`config.mk`:
```
export PLATFORM = sky130hd
export DESIGN_NAME = gpse_recip
export DESIGN_NICKNAME = d
export VERILOG_FILES = /design/src/hdl/gpse_pkg.sv /design/src/hdl/gpse_recip.sv
export SDC_FILE = /design/constraint.sdc
export NUM_CORES = 1
export LEC_CHECK = 0
export ABC_AREA = 1
export ABC_CLOCK_PERIOD_IN_PS = 10200
export BUFFER_PORTS_ARGS = -buffer_cell sky130_fd_sc_hd__buf_2
export CORE_AREA = 5 5 180 182
export CTS_BUF_LIST = sky130_fd_sc_hd__clkbuf_4 sky130_fd_sc_hd__clkbuf_8 sky130_fd_sc_hd__clkbuf_16
export CTS_CLUSTER_SIZE = 20
export DETAILED_ROUTE_END_ITERATION = 8
export DIE_AREA = 0 0 185 187
export GPL_TIMING_DRIVEN = 0
export PLACE_DENSITY = 0.83
export SLEW_MARGIN = 20
export SYNTH_ARGS = -nofsm -noshare
export SYNTH_HDL_FRONTEND = slang
export SYNTH_SLANG_ARGS = --single-unit
```
`constraint.sdc`:
```
create_clock -name clk -period 10.2 [get_ports clk]
set_input_delay 2.04 -clock clk [delete_from_list [all_inputs] [get_ports clk]]
set_output_delay 2.04 -clock clk [all_outputs]
set_load 0.005 [all_outputs]
```
`src/hdl/gpse_pkg.sv`:
```
`default_nettype none
package gpse_pkg;

  localparam int EXP_DEPTH_DEF  = 256;
  localparam int ERFC_DEPTH_DEF = 256;

  localparam int CFG_IW = 3;
  localparam int CFG_DW = 32;

  // Q30 constants
  localparam longint LOG2E_Q30         = 64'sd1549082005;
  localparam longint LN2_Q30           = 64'sd744261118;
  localparam longint TWO_OVER_SQRTPI_Q30 = 64'sd1211587905;
  localparam longint ERFC_AT_FOUR_Q30  = 64'sd17;
  localparam logic signed [31:0] INV_SQRT2_Q30 = 32'sd759250125;

  // width of exp table entries: exp reaches e^16 in Q32; erfc is clamped to at most 2^31
  localparam int EXP_EW = 56;

  typedef enum logic [CFG_IW-1:0] {
    REG_GAUSS_AMP = 3'd0,
    REG_CENTROID  = 3'd1,
    REG_SIGMA     = 3'd2,
    REG_STEP_AMP  = 3'd3,
    REG_SLOPE     = 3'd4,
    REG_OFFSET    = 3'd5,
    REG_SKEW_AMP  = 3'd6,
    REG_BETA      = 3'd7
  } reg_idx_t;

  // reciprocal unit status and results
  typedef struct packed {
    logic        busy;
    logic [24:0] inv_s;
    logic [24:0] inv_b;
    logic [32:0] r;
  } recip_t;

  typedef struct packed {
    logic signed [47:0] v;
    logic               s;
  } term_t;

endpackage
`default_nettype wire

```
`src/hdl/gpse_recip.sv`:
```
`default_nettype none
module gpse_recip
  import gpse_pkg::*;
(
  input  wire logic        clk,
  input  wire logic        rst,
  input  wire logic        start,
  input  wire logic [15:0] sigma,
  input  wire logic [15:0] beta,
  output recip_t           rc
);

  typedef enum logic [3:0] {
    RS_IDLE  = 4'b0001,
    RS_DIV_S = 4'b0010,
    RS_DIV_B = 4'b0100,
    RS_MUL   = 4'b1000
  } rs_state_t;

  rs_state_t   state;
  logic [4:0]  cnt;
  logic [15:0] rem;
  logic [24:0] quo;
  logic [24:0] inv_s;
  logic [24:0] inv_b;
  logic [32:0] r;

  logic [15:0] sg;
  logic [15:0] bg;
  logic [15:0] dvs;
  logic [16:0] trial;
  logic        qb;
  logic [15:0] rem_next;
  logic [24:0] quo_next;
  logic [40:0] prod;

  assign sg  = (sigma == 16'd0) ? 16'd1 : sigma;
  assign bg  = (beta == 16'd0) ? 16'd1 : beta;
  assign dvs = (state == RS_DIV_S) ? sg : bg;

  // numerator is 2^24: its only set bit enters on the first step
  assign trial    = {rem, (cnt == 5'd0)};
  assign qb       = trial >= {1'b0, dvs};
  assign rem_next = qb ? 16'(trial - {1'b0, dvs}) : trial[15:0];
  assign quo_next = {quo[23:0], qb};
  assign prod     = {25'd0, sg} * {16'd0, inv_b};

  always_ff @(posedge clk) begin
    if (rst) begin
      state <= RS_IDLE;
      cnt   <= '0;
      rem   <= '0;
      quo   <= '0;
      inv_s <= 25'd65536;
      inv_b <= 25'd65536;
      r     <= 33'd65536;
    end else if (start) begin
      state <= RS_DIV_S;
      cnt   <= '0;
      rem   <= '0;
      quo   <= '0;
    end else begin
      case (state)
        RS_DIV_S, RS_DIV_B: begin
          if (cnt == 5'd24) begin
            cnt <= '0;
            rem <= '0;
            quo <= '0;
            if (state == RS_DIV_S) begin
              inv_s <= quo_next;
              state <= RS_DIV_B;
            end else begin
              inv_b <= quo_next;
              state <= RS_MUL;
            end
          end else begin
            rem <= rem_next;
            quo <= quo_next;
            cnt <= cnt + 5'd1;
          end
        end
        RS_MUL: begin
          r     <= prod[40:8];
          state <= RS_IDLE;
        end
        default: state <= RS_IDLE;
      endcase
    end
  end

  assign rc.busy  = (state != RS_IDLE);
  assign rc.inv_s = inv_s;
  assign rc.inv_b = inv_b;
  assign rc.r     = r;

  a_inv_floor: assert property (@(posedge clk) disable iff (rst)
    (inv_s >= 25'd256) && (inv_b >= 25'd256))
    else $error("reciprocal below its floor");

  a_start_busy: assert property (@(posedge clk) disable iff (rst)
    start |=> rc.busy)
    else $error("reciprocal unit idle after restart");

  a_state_onehot: assert property (@(posedge clk) disable iff (rst)
    $onehot(state))
    else $error("reciprocal state not one-hot");

endmodule
`default_nettype wire

```
== Word-level counts from Yosys, hierarchy flattened ==
Cells that the tools add are included.
Widths: inputs -> output; s select.
Word-level totals
  flip-flop bits (word level): 132
  bits of input ports: 35
  output and inout bits: 84
Cells by class
  add/subtract/negate cells: 2
  multipliers: 1
  magnitude comparators: 1
  equality and inequality tests: 6
  multiplexer cells: 11
  bitwise gates (word level): 3
  reduce and logical (&&, ||, !) cells: 9
Operators with widths (count)
  $mux 16: 5
  $mul 16x25->41: 1
  $logic_not 16->1: 2
  $mux 24: 1
  $ge 17x16->1: 1
  $sub 16x16->16: 1
  $reduce_and 4->1: 2
  $mux 2: 3
  $add 5x1->5 const B: 1
  $eq 5x5->1 const B: 1
  $logic_not 5->1: 1
  $mux 5: 1
  $eq 4x2->1 const B: 1
  $eq 4x3->1 const B: 1
  $eq 4x4->1 const B: 1
  $mux 4: 1
  $ne 4x1->1 const B: 1
  $reduce_or 2->1: 2
  $ne 3x3->1 const B: 1
  $not 1->1: 3
  $reduce_or 3->1: 1
  $reduce_and 2->1: 1

== Longest topological paths before layout ==
Gate-level depths: netlist of the first run.
  depth in word-level cells: 6
  mapped depth: 30
  mapped depth without buffers: 28

== Worst setup path before layout of the first run ==
Ideal clock, no wire load.
  kind: input to register
  start point: input port sigma[1]
  end point: register r[31]
  arrival: 7.224 ns
  required time: 10.085 ns
  setup slack: 2.861 ns
  stages on the path: 27
  buffers on the path: 2
  path through: buf_2 -> clkbuf_1 -> nand2_1 -> fa_1 -> inv_1 -> fa_1 -> inv_1 -> fa_1 -> inv_1 -> fa_1 -> fa_1 -> inv_1 -> fa_1 -> inv_1 -> ha_1 -> a21oi_1 -> inv_1 -> a21oi_1 -> inv_1 -> a21oi_1 -> nand2_1 -> a21oi_1 -> nor2_1 -> o21ai_0 -> nand2_1 -> o21ai_0 -> inv_1
On the way
  word-level cells in the longest chain between the ends: 3
Ends and longest elaborated chain
  start: declaration: RTL line gpse_recip.sv:8  | input wire logic [15:0] sigma,
  $logic_not 16->1: RTL line gpse_recip.sv:37  | assign sg = (sigma == 16'd0) ? 16'd1 : sigma;
  $mux 16 (*): RTL line gpse_recip.sv:37
  $mul 16x25->41 (*): RTL line gpse_recip.sv:46  | assign prod = {25'd0, sg} * {16'd0, inv_b};
  end signal: assignment: RTL line gpse_recip.sv:83  | r <= prod[40:8];
  end: declaration: RTL line gpse_recip.sv:26  | logic [32:0] r;
Every way passes the cells marked *; elsewhere a longest branch is shown, timed or not.
A chain may end at the register's enable or synchronous reset.

== Worst setup path after layout of the first run ==
  start point: input port sigma[12]
  end point: register r[31]
Same word-level chain as after synthesis.

==> impl_metrics.ini, run 1 <==
[status]
outcome = complete, no violations

[logic_synthesis]
yosys.area_share.adder_pct = 41.50
synth_edf_count = 0
syn_inst = 2603
synthTopCellsByArea = fa_1 (33%), dfxtp_1 (14%), inv_1 (12%)
ys.flop_type = dfxtp_1
syn_area_per_cell_um2 = 7.413
yosysUniqueCellTypes = 49
ys_seq_elements = 132
yosys_warnings = 0
synthArstFlopShare_pct = 0
synthXorXnorAreaFrac_pct = 1.634
synth_top_family_by_area = adder cells
yosysTopAreaCellShare_pct = 33.20
syn_area_um2 = 19300
seq_area_frac_synth_pct = 13.69
yosys.area.top_type = fa_1
synth.area.mux_share_pct = 0.7781
syn-num-nets = 3086
yosys.area_share.simple_pct = 18.42
synth_compound_area_share_pct = 8.701

[timing]
finalHoldViolCount = 0
drv_slew = 0
fin_crit_sh_pct = 79.98
maxClockFrequency_mhz = 122.6
max_slew.worst_pin.slew_ns = 0.9037
setup_tns_ns = 0
relSlewSlack_pct = 39.75
finalCriticalPeriod_ns = 8.157
rsz0062_at_grt = false
fin_skew_ns = 0.01240
setup_violations = 0

[global_routing]
antenna_found_initial = 0
grt_max_degree = 17
grt_pass1_vias = 18110
overflow = 0
track_usage_pct = 35.49
grt_first_pass_wirelength_um = 95880

[drt]
drt-initial-drc-count = 1901
avgViaCountPerCell = 5.661
totalWireLength_um = 60190
ant_nets = 0
via_count = 17730
wl_per_cell_um = 19.22
drcViolationCount = 0
first_pass_iters = 7

[clock_tree]
numCtsBuffers = 17
cts_hold_buffers = 0
htreeDepth = 4
root_buffer = clkbuf_16
ctsLongestPathBuffers = 2
clk_pin_slew_worst_paths_ns = 0.06
cts_resized = 0
cts_tree = done
postCtsSetupBuffers = 0
cts.sinks = 132
worstSkewPairLatency_ns = 0.44

[placement]
gp_congestion = 1.015
post_dp_cell_area_um2 = 20300
hpwl_um = 48750
portBuffers = 102

[die]
start_util_pct = 63.42
die_h_um = 187
dieWidth_um = 185
pin_count = 119
die_area_um2 = 34600
core_um2 = 30430
rows = 64

[pwr]
power_density_nw_per_um2 = 61.27
leakage_nw = 11.58
comb_power_share_pct = 12.2
seq_power_share_pct = 40.4
switchingPower_mw = 0.3557
p_sw_share_pct = 27.80
max-vdd-ir-drop_v = 0.0001341
internal_power_mw = 0.9237
clkPwrFrac_pct = 47.4

[cells_and_area]
final_cell_mix = inv_1 (625), nand2_1 (605), fa_1 (320), nor2_1 (209), a21oi_1 (139)
finalNetCount = 3207
fin_area_um2 = 20880
area_growth_syn_to_layout_pct = 8.215
multi_input_area_um2 = 13710
mostFrequentLayoutCell = inv_1
fillers = 2536
regArea_um2 = 2643
antennaDiodeCount = 0
layout-drive-gt1-share_pct = 6.725

[worst_setup_path]
cp_top_family = adder cells
path_class = input port to flop
max_stage_delay_ns = 0.72
cp_num_buf_inv = 8
worstPathRequired_ns = 10.52
cp-start-kind = input port
worstPathArrival_ns = 8.48
cp-end-kind = flop
crit_slowest_cell = clkbuf_1
crit_fanout = 10

[flow_run]
maxCapViolCount = 0

[min_path]
worst_hold_path_type = flop to flop
==> state kept, by name, indices dropped and copies added (netlist names) <==
name   flops
cnt        5
inv_b     25
inv_s     25
quo       24
r         33
rem       16
state      4
==> tightest hold or removal path: cells and delay by family (launching register included) <==
family | cells | cell delay [ns]
DFF | 1 | 0.32
and+or+nand+nor | 2 | 0.12
==> through the flow <==
step	power (mW)	utilization, %	worst slack [ns]	hold WS [ns]	instances
finish	1.279	68.63	2.043	0.4816	3132
global route	1.315	68.63	1.820	0.5022	3132
CTS	1.271	68.63	2.228	0.4801	3132
detailed placement	0.6758	66.72	1.836	0.4672	3101
global placement	0.6735	66.72	1.905	0.4614	3101
floorplan	0.6184	-	2.861	0.4531	2603
==> layer usage <==
layer,routed length (µm),vias up,GRT usage [%]
met2,26570,1142,53.59
met5,0,-,0
met1,22780,8447,47.21
li1,-,7917,-
met4,3286,0,15.64
met3,7555,225,10.99
==> synthesized netlist by cell type (3+ instances only) <==
| library cell | n |
|---|---|
| inv_1 | 625 |
| nand2_1 | 605 |
| fa_1 | 320 |
| nor2_1 | 209 |
| a21oi_1 | 139 |
| dfxtp_1 | 132 |
| ha_1 | 128 |
| o21ai_0 | 112 |
| clkbuf_1 | 101 |
| nand3_1 | 32 |
| buf_2 | 19 |
| xor2_1 | 19 |
| xnor2_1 | 17 |
| mux2i_1 | 15 |
| nor3_1 | 15 |
| o211ai_1 | 14 |
| nand2_2 | 11 |
| nand4_1 | 9 |
| a31oi_1 | 8 |
| buf_1 | 8 |
| a21o_1 | 6 |
| buf_6 | 6 |
| nor4_1 | 6 |
| o21a_1 | 6 |
| o21ai_1 | 5 |
| o21bai_1 | 4 |
| and3_1 | 3 |
==> power groups by stage <==
| stage | Combinational (mW) | Sequential, mW | Clock [mW] |
|---|---|---|---|
| 2_1_floorplan | 0.0904 | 0.528 | 0 |
| 3_3_place_gp | 0.145 | 0.528 | 0 |
| 3_5_place_dp | 0.148 | 0.528 | 0 |
| 4_1_cts | 0.150 | 0.517 | 0.604 |
| 5_1_grt | 0.165 | 0.517 | 0.633 |
| 6_report | 0.156 | 0.517 | 0.607 |
==> area by class of cell <==
cell class / instances / share of cell area, %
multi-input combinational: 1706 / 65.64
sequential: 132 / 12.65
inverter: 629 / 11.31
buffer: 136 / 2.810
timing repair buffer: 102 / 2.445
tap: 396 / 2.373
clock buffer: 19 / 2.139
clock inverter: 12 / 0.6351
==> cells by family after synthesis <==
group / count (synthesis)
fa+ha+maj: 448
compound gates: 307
mux: 15
simple gates: 900
buf+inv: 765
flops: 132
xor+xnor: 36
==> worst paths after layout <==
path          endpoint  startpoint  cells after the start  slack, ns
max              r[31]   sigma[12]                     25       2.04
max reg2reg      r[31]   inv_b[13]                     25       3.07
min          inv_s[24]   inv_s[24]                      2       0.48
min reg2reg  inv_s[24]   inv_s[24]                      2       0.48
Note: power is estimated with default switching activity, not from simulation.
==> run 2, diff against run 1 <==
Settings changed: ABC_CLOCK_PERIOD_IN_PS 10200 to 7200, CORE_AREA 5 5 180 182 to 5 5 189 191, DIE_AREA 0 0 185 187 to 0 0 194 196, PLACE_DENSITY 0.83 to 0.79.
Clock period 10.2 ns to 7.2 ns, I/O delays scaled along.
==> run 2 against run 1 <==
Net effect: global-route usage fell by 3.2 points; critical path type unchanged; die area rose by 9.9%; final cell count rose by 1.9%; first-iteration DRC count is 10% lower; final area is 0.83% higher; highest routed layer unchanged.
==> impl_metrics.ini, run 2 (synthesis results as in run 1) <==
[status]
outcome = complete, no violations

[worst_setup_path]
path_class = input port to flop
cp_top_family = adder cells
max_stage_delay_ns = 0.55
crit_slowest_cell = clkbuf_1
cp-end-kind = flop
cp_num_buf_inv = 6
cp-start-kind = input port
worstPathArrival_ns = 7.35
worstPathRequired_ns = 7.52
critPathLaunch = sigma[14]
crit_fanout = 10
r2r_start = inv_b[14]
crit_top_cell = fa_1
rrSetupSlack_ns = 0.22
path_cells = buf_6, clkbuf_1, nand2_1, fa_1, fa_1, inv_1, fa_1, fa_1, fa_1, inv_1, fa_1, inv_1, ha_1, a21oi_1, o21ai_0, a21oi_1, o21ai_0, nand2_1, o211ai_1, xor2_1, o21ai_0, inv_1

[timing]
relSlewSlack_pct = 41.89
whs_ns = 0.4807
finalCriticalPeriod_ns = 7.032
drv_slew = 0
finalHoldViolCount = 0
fin_skew_ns = 0.007801
maxClockFrequency_mhz = 142.2
setup_violations = 0
max_slew.worst_pin.slew_ns = 0.8717
setup_tns_ns = 0
fin_crit_sh_pct = 97.66
rsz0062_at_grt = false

[cells_and_area]
finalNetCount = 3206
layout-drive-gt1-share_pct = 8.041
largest_reg_flops = 33
top_register = r
mostFrequentLayoutCell = inv_1
fillers = 3063
utilization_pct = 62.03
area_growth_syn_to_layout_pct = 9.116
multi_input_area_um2 = 13710
reg_top3 = r x33, inv_b x25, inv_s x25
regArea_um2 = 2643
final_cell_mix = inv_1 (625), nand2_1 (605), fa_1 (320), nor2_1 (209), a21oi_1 (139)

[drt]
avgViaCountPerCell = 5.445
ant_nets = 0
totalWireLength_um = 60930
drt-initial-drc-count = 1709
wl_per_cell_um = 19.09
via_count = 17380
drcViolationCount = 0
first_pass_iters = 6

[die]
pin_count = 119
die_h_um = 196
start_util_pct = 56.84
rows = 68
core_um2 = 33950
die_area_um2 = 38020
dieWidth_um = 194

[clock_tree]
clk_pin_slew_worst_paths_ns = 0.06
numCtsBuffers = 17
htreeDepth = 4
ctsLongestPathBuffers = 2
cts.sinks = 132
postCtsSetupBuffers = 0
cts_hold_buffers = 0
worstSkewPairLatency_ns = 0.43
cts_tree = done
root_buffer = clkbuf_16

[min_path]
worstHoldStart = inv_s[5]
worst_hold_path_type = flop to flop

[global_routing]
track_usage_pct = 32.29
antenna_found_initial = 0
overflow = 0
grt_max_degree = 19
grt_first_pass_wirelength_um = 96170
grt_pass1_vias = 17650

[pwr]
leakage_nw = 11.70
max-vdd-ir-drop_v = 0.0001565
power_density_nw_per_um2 = 87.09

[placement]
hpwl_um = 49980
gp_congestion = 1.015
portBuffers = 102

[flow_run]
maxCapViolCount = 0
run 2: changes by cell type in the layout (fill, tap and decap cells not counted), sizes merged:
cell      before  now
buf          137  139
clkinvlp       3    2
diode          0    1
clkinv         8    6
clkbuf       120  117
inv          628  632
run 2: layer usage:
| layer | up-vias | GRT usage (%) | routed length, µm |
|---|---|---|---|
| met5 | - | 0 | 0 |
| met4 | 0 | 11.88 | 2496 |
| met3 | 169 | 8.106 | 6779 |
| met2 | 944 | 50.77 | 27070 |
| met1 | 8334 | 43.65 | 24580 |
| li1 | 7932 | - | - |
run 2: worst register-to-register path: cells and delay by family, from the launching register on:
family	cells	cell delay (ns)
adder cells (fa/ha/maj)	7	3.43
buffers and inverters	8	1.45
AO/OA/AOI/OAI	6	1.20
flip-flops	1	0.35
AND/OR/NAND/NOR	2	0.25
XOR/XNOR	1	0.16
run 2: area by class of cell:
| class | count | share of cell area [%] |
|---|---|---|
| Timing Repair Buffer | 102 | 2.424 |
| Sequential cell | 132 | 12.55 |
| Antenna cell | 1 | 0.01188 |
| Clock inverter | 13 | 0.6952 |
| Inverter | 629 | 11.21 |
| Clock buffer | 19 | 2.121 |
| Multi-Input combinational cell | 1706 | 65.11 |
| Buffer | 135 | 3.167 |
| Tap cell | 455 | 2.704 |
run 2: report_power, final:
group	total [mW]	internal [mW]	switching, mW
Combinational	0.226	0.0619	0.165
Sequential	0.732	0.731	0.000717
Clock	0.875	0.527	0.348
run 2: stage by stage:
stage	power (mW)	instance area [µm²]	setup slack (ns)	cells
2_1_floorplan	0.8760	19300	0.4608	2603
3_5_place_dp	0.9612	20380	-0.5153	3160
4_1_cts	1.825	20970	0.01146	3191
6_report	1.834	21060	0.1685	3192
3_3_place_gp	0.9571	20380	-0.4994	3160
5_1_grt	1.887	21050	0.001177	3191
run 2: timing repair:
item | 4_1_cts | 5_1_grt
endpoints found under the setup margin | 9 | 23
gates resized for setup | 6 | 91
gates cloned | 0 | 0
run 2: worst paths after layout:
kind	end	cells past startpoint
hold reg to reg	inv_s[5]	2
setup / recovery	r[28]	22
hold / removal	inv_s[5]	2
setup reg to reg	r[28]	24
==> run 3, diff against run 2 <==
Settings changed: ABC_AREA 1 to unset, CORE_AREA 5 5 189 191 to 5 5 186 188, DIE_AREA 0 0 194 196 to 0 0 191 193, PLACE_DENSITY 0.79 to unset, PLACE_DENSITY_LB_ADDON set to 0.15.
==> run 3 against run 2 <==
Net effect: synthesized area decreased by 3.2%; power about the same; sequential share of layout area rose by 0.17 points; critical path depth increased by 1; non-clock buffer count shrank 3; via count shrank 6.8%; global-route usage grew 0.69 points; wire length down 4.1%; clock power about the same; highest routed layer is now met5.
==> impl_metrics.ini, run 3 <==
[placement]
dp_slack_ns = -1.273
gp_congestion = 1.019
portBuffers = 108
hpwl_um = 45900
post_dp_cell_area_um2 = 19780

[logic_synthesis]
yosys.area.top_type = fa_1
yosysMostFrequentCell = nand2_1
syn-num-nets = 2693
syn_area_um2 = 18680
ys.flop_type = dfxtp_1
yosys_warnings = 0
syn_area_per_cell_um2 = 8.450
yosysUniqueCellTypes = 74
syn_inst = 2210
synth_edf_count = 0
synthTopCellsByArea = fa_1 (34%), dfxtp_1 (14%), nand2_1 (8.7%)
synthArstFlopShare_pct = 0
ys_top_cells_by_count = nand2_1 (432), inv_1 (368), fa_1 (320), and2_1 (177), a21oi_1 (135)
yosysTopAreaCellShare_pct = 34.30
ys_seq_elements = 132
seq_area_frac_synth_pct = 14.15

[pwr]
comb_power_share_pct = 12.4
clkPwrFrac_pct = 47.7
switchingPower_mw = 0.5699
internal_power_mw = 1.264
power_density_nw_per_um2 = 88.26
p_sw_share_pct = 31.07
seq_power_share_pct = 39.9
max-vdd-ir-drop_v = 0.0001623
leakage_nw = 9.759

[cells_and_area]
layout-drive-gt1-share_pct = 10.41
mostFrequentLayoutCell = nand2_1
final_cell_mix = nand2_1 (432), inv_1 (368), fa_1 (318), and2_1 (177), a21oi_1 (133)
reg_top3 = r x33, inv_b x25, inv_s x25
area_growth_syn_to_layout_pct = 11.28
fin_area_um2 = 20780
largest_reg_flops = 33
finalNetCount = 2824
top_register = r
antennaDiodeCount = 0
utilization_pct = 63.08

[clock_tree]
htreeDepth = 4
cts.sinks = 132
worstSkewPairLatency_ns = 0.44
ctsLongestPathBuffers = 2
cts_tree = done
numCtsBuffers = 17
clk_pin_slew_worst_paths_ns = 0.07
root_buffer = clkbuf_16

[drt]
via_count = 16200
wl_per_cell_um = 20.85
totalWireLength_um = 58420
first_pass_iters = 7
avgViaCountPerCell = 5.781
drt-initial-drc-count = 1472
ant_nets = 0
drcViolationCount = 0

[global_routing]
grt_first_pass_wirelength_um = 92860
track_usage_pct = 32.98
overflow = 0
grt_max_degree = 17
grt_pass1_vias = 17150
antenna_found_initial = 3

[worst_setup_path]
cp-start-kind = input port
r2r_cells = 20
worstPathArrival_ns = 7.42
crit_fanout = 10
worstPathRequired_ns = 7.52
cp-end-kind = flop
path_class = input port to flop

[timing]
whs_ns = 0.4487
finalCriticalPeriod_ns = 7.096
fin_skew_ns = 0.01125
relSlewSlack_pct = 39.77
maxClockFrequency_mhz = 140.9
finalHoldViolCount = 0
max_slew.worst_pin.slew_ns = 0.9035
fin_ws_ns = 0.1045
drv_slew = 0
setup_violations = 0
fin_crit_sh_pct = 98.55

[die]
die_h_um = 193
rows = 67
start_util_pct = 56.69
pin_count = 119
core_um2 = 32950
dieWidth_um = 191
die_area_um2 = 36860

[flow_run]
maxCapViolCount = 0

[status]
outcome = complete, no violations

[min_path]
worst_hold_path_type = flop to flop
worstHoldPathCells = 2
==> run 3: cell count changes after synthesis, sizes merged, moves of 14 or more <==
cell / delta
nand3: +17
inv: -259
and2: +177
buf: -20
nand2: -184
nor2: -173
o211ai: +14
a21o: +14
o21ai: -81
==> run 3: path summary, 6_finish.rpt <==
| check | from | to | slack [ns] |
|---|---|---|---|
| setup reg to reg | inv_b[8] | r[19] | 0.19 |
| hold / removal | inv_s[18] | inv_s[18] | 0.45 |
| hold reg to reg | inv_s[18] | inv_s[18] | 0.45 |
| setup / recovery | sigma[3] | r[19] | 0.10 |
==> run 3: repair_timing <==
| action | in CTS | in global routing |
|---|---|---|
| pin swaps | 0 | 8 |
| resized for setup | 75 | 97 |
| setup endpoints to repair | 25 | 16 |
| setup buffers | 0 | 4 |
| hold buffers | 0 | 0 |
==> run 3: cell families (layout without fill, tap and decap cells) <==
group                      Yosys count  count (layout)  share of synthesized area (%)
and+or+nand+nor                    797             797                          20.27
muxes                               18              18                         0.9647
AOI/OAI and AO/OA                  296             296                          10.34
xor gates and xnor gates            29              29                          1.360
buffers and inverters              490             634                          10.03
adders and majority gates          448             448                          42.88
DFF                                132             132                          14.15
==> run 3: area by class of cell <==
| class | count | area, µm² |
|---|---|---|
| Multi-Input combinational cell | 1588 | 14270 |
| Fill cell | 2957 | 12160 |
| Sequential cell | 132 | 2643 |
| Inverter | 368 | 1381 |
| Buffer | 122 | 769.5 |
| Timing Repair Buffer | 112 | 580.6 |
| Tap cell | 448 | 560.5 |
| Clock buffer | 17 | 425.4 |
| Clock inverter | 15 | 156.4 |
==> run 3: per-stage QoR <==
step | cells | power [mW] | TNS (ns)
after floorplan | 2210 | 0.8615 | 0
after global placement | 2766 | 0.9447 | -24.74
after detailed placement | 2766 | 0.9476 | -27.09
after CTS | 2798 | 1.825 | 0
after global routing | 2802 | 1.890 | -0.1488
final | 2802 | 1.834 | 0
==> run 3: per-layer routing <==
layer,GRT usage [%],part of all wire [%],vias up
li1,-,-,7194
met1,42.84,40,8147
met2,53.37,46,696
met3,6.896,8.7,157
met4,15.55,5.6,4
met5,0,0.058,-
==> run 3: power by group through the flow <==
stage	logic, mW	clock network, mW	registers [mW]
final	0.227	0.876	0.732
after detailed placement	0.199	0	0.748
after global placement	0.196	0	0.748
after CTS	0.210	0.884	0.731
after floorplan	0.113	0	0.748
after global routing	0.239	0.919	0.731
==> run 3: critical path: stages <==
cell      delay [ns]
clkbuf_4        0.22
clkbuf_8        0.23
nand2_1         0.09
fa_1            0.52
inv_1           0.05
fa_1            0.54
inv_1           0.06
fa_1            0.50
inv_1           0.05
fa_1            0.49
fa_1            0.49
inv_1           0.05
fa_1            0.56
inv_1           0.07
ha_2            0.32
and3_1          0.23
and2_1          0.16
a221o_1         0.35
a31oi_4         0.27
o21ai_4         0.12
a21oi_2         0.18
nor4_1          0.07
a311o_1         0.36
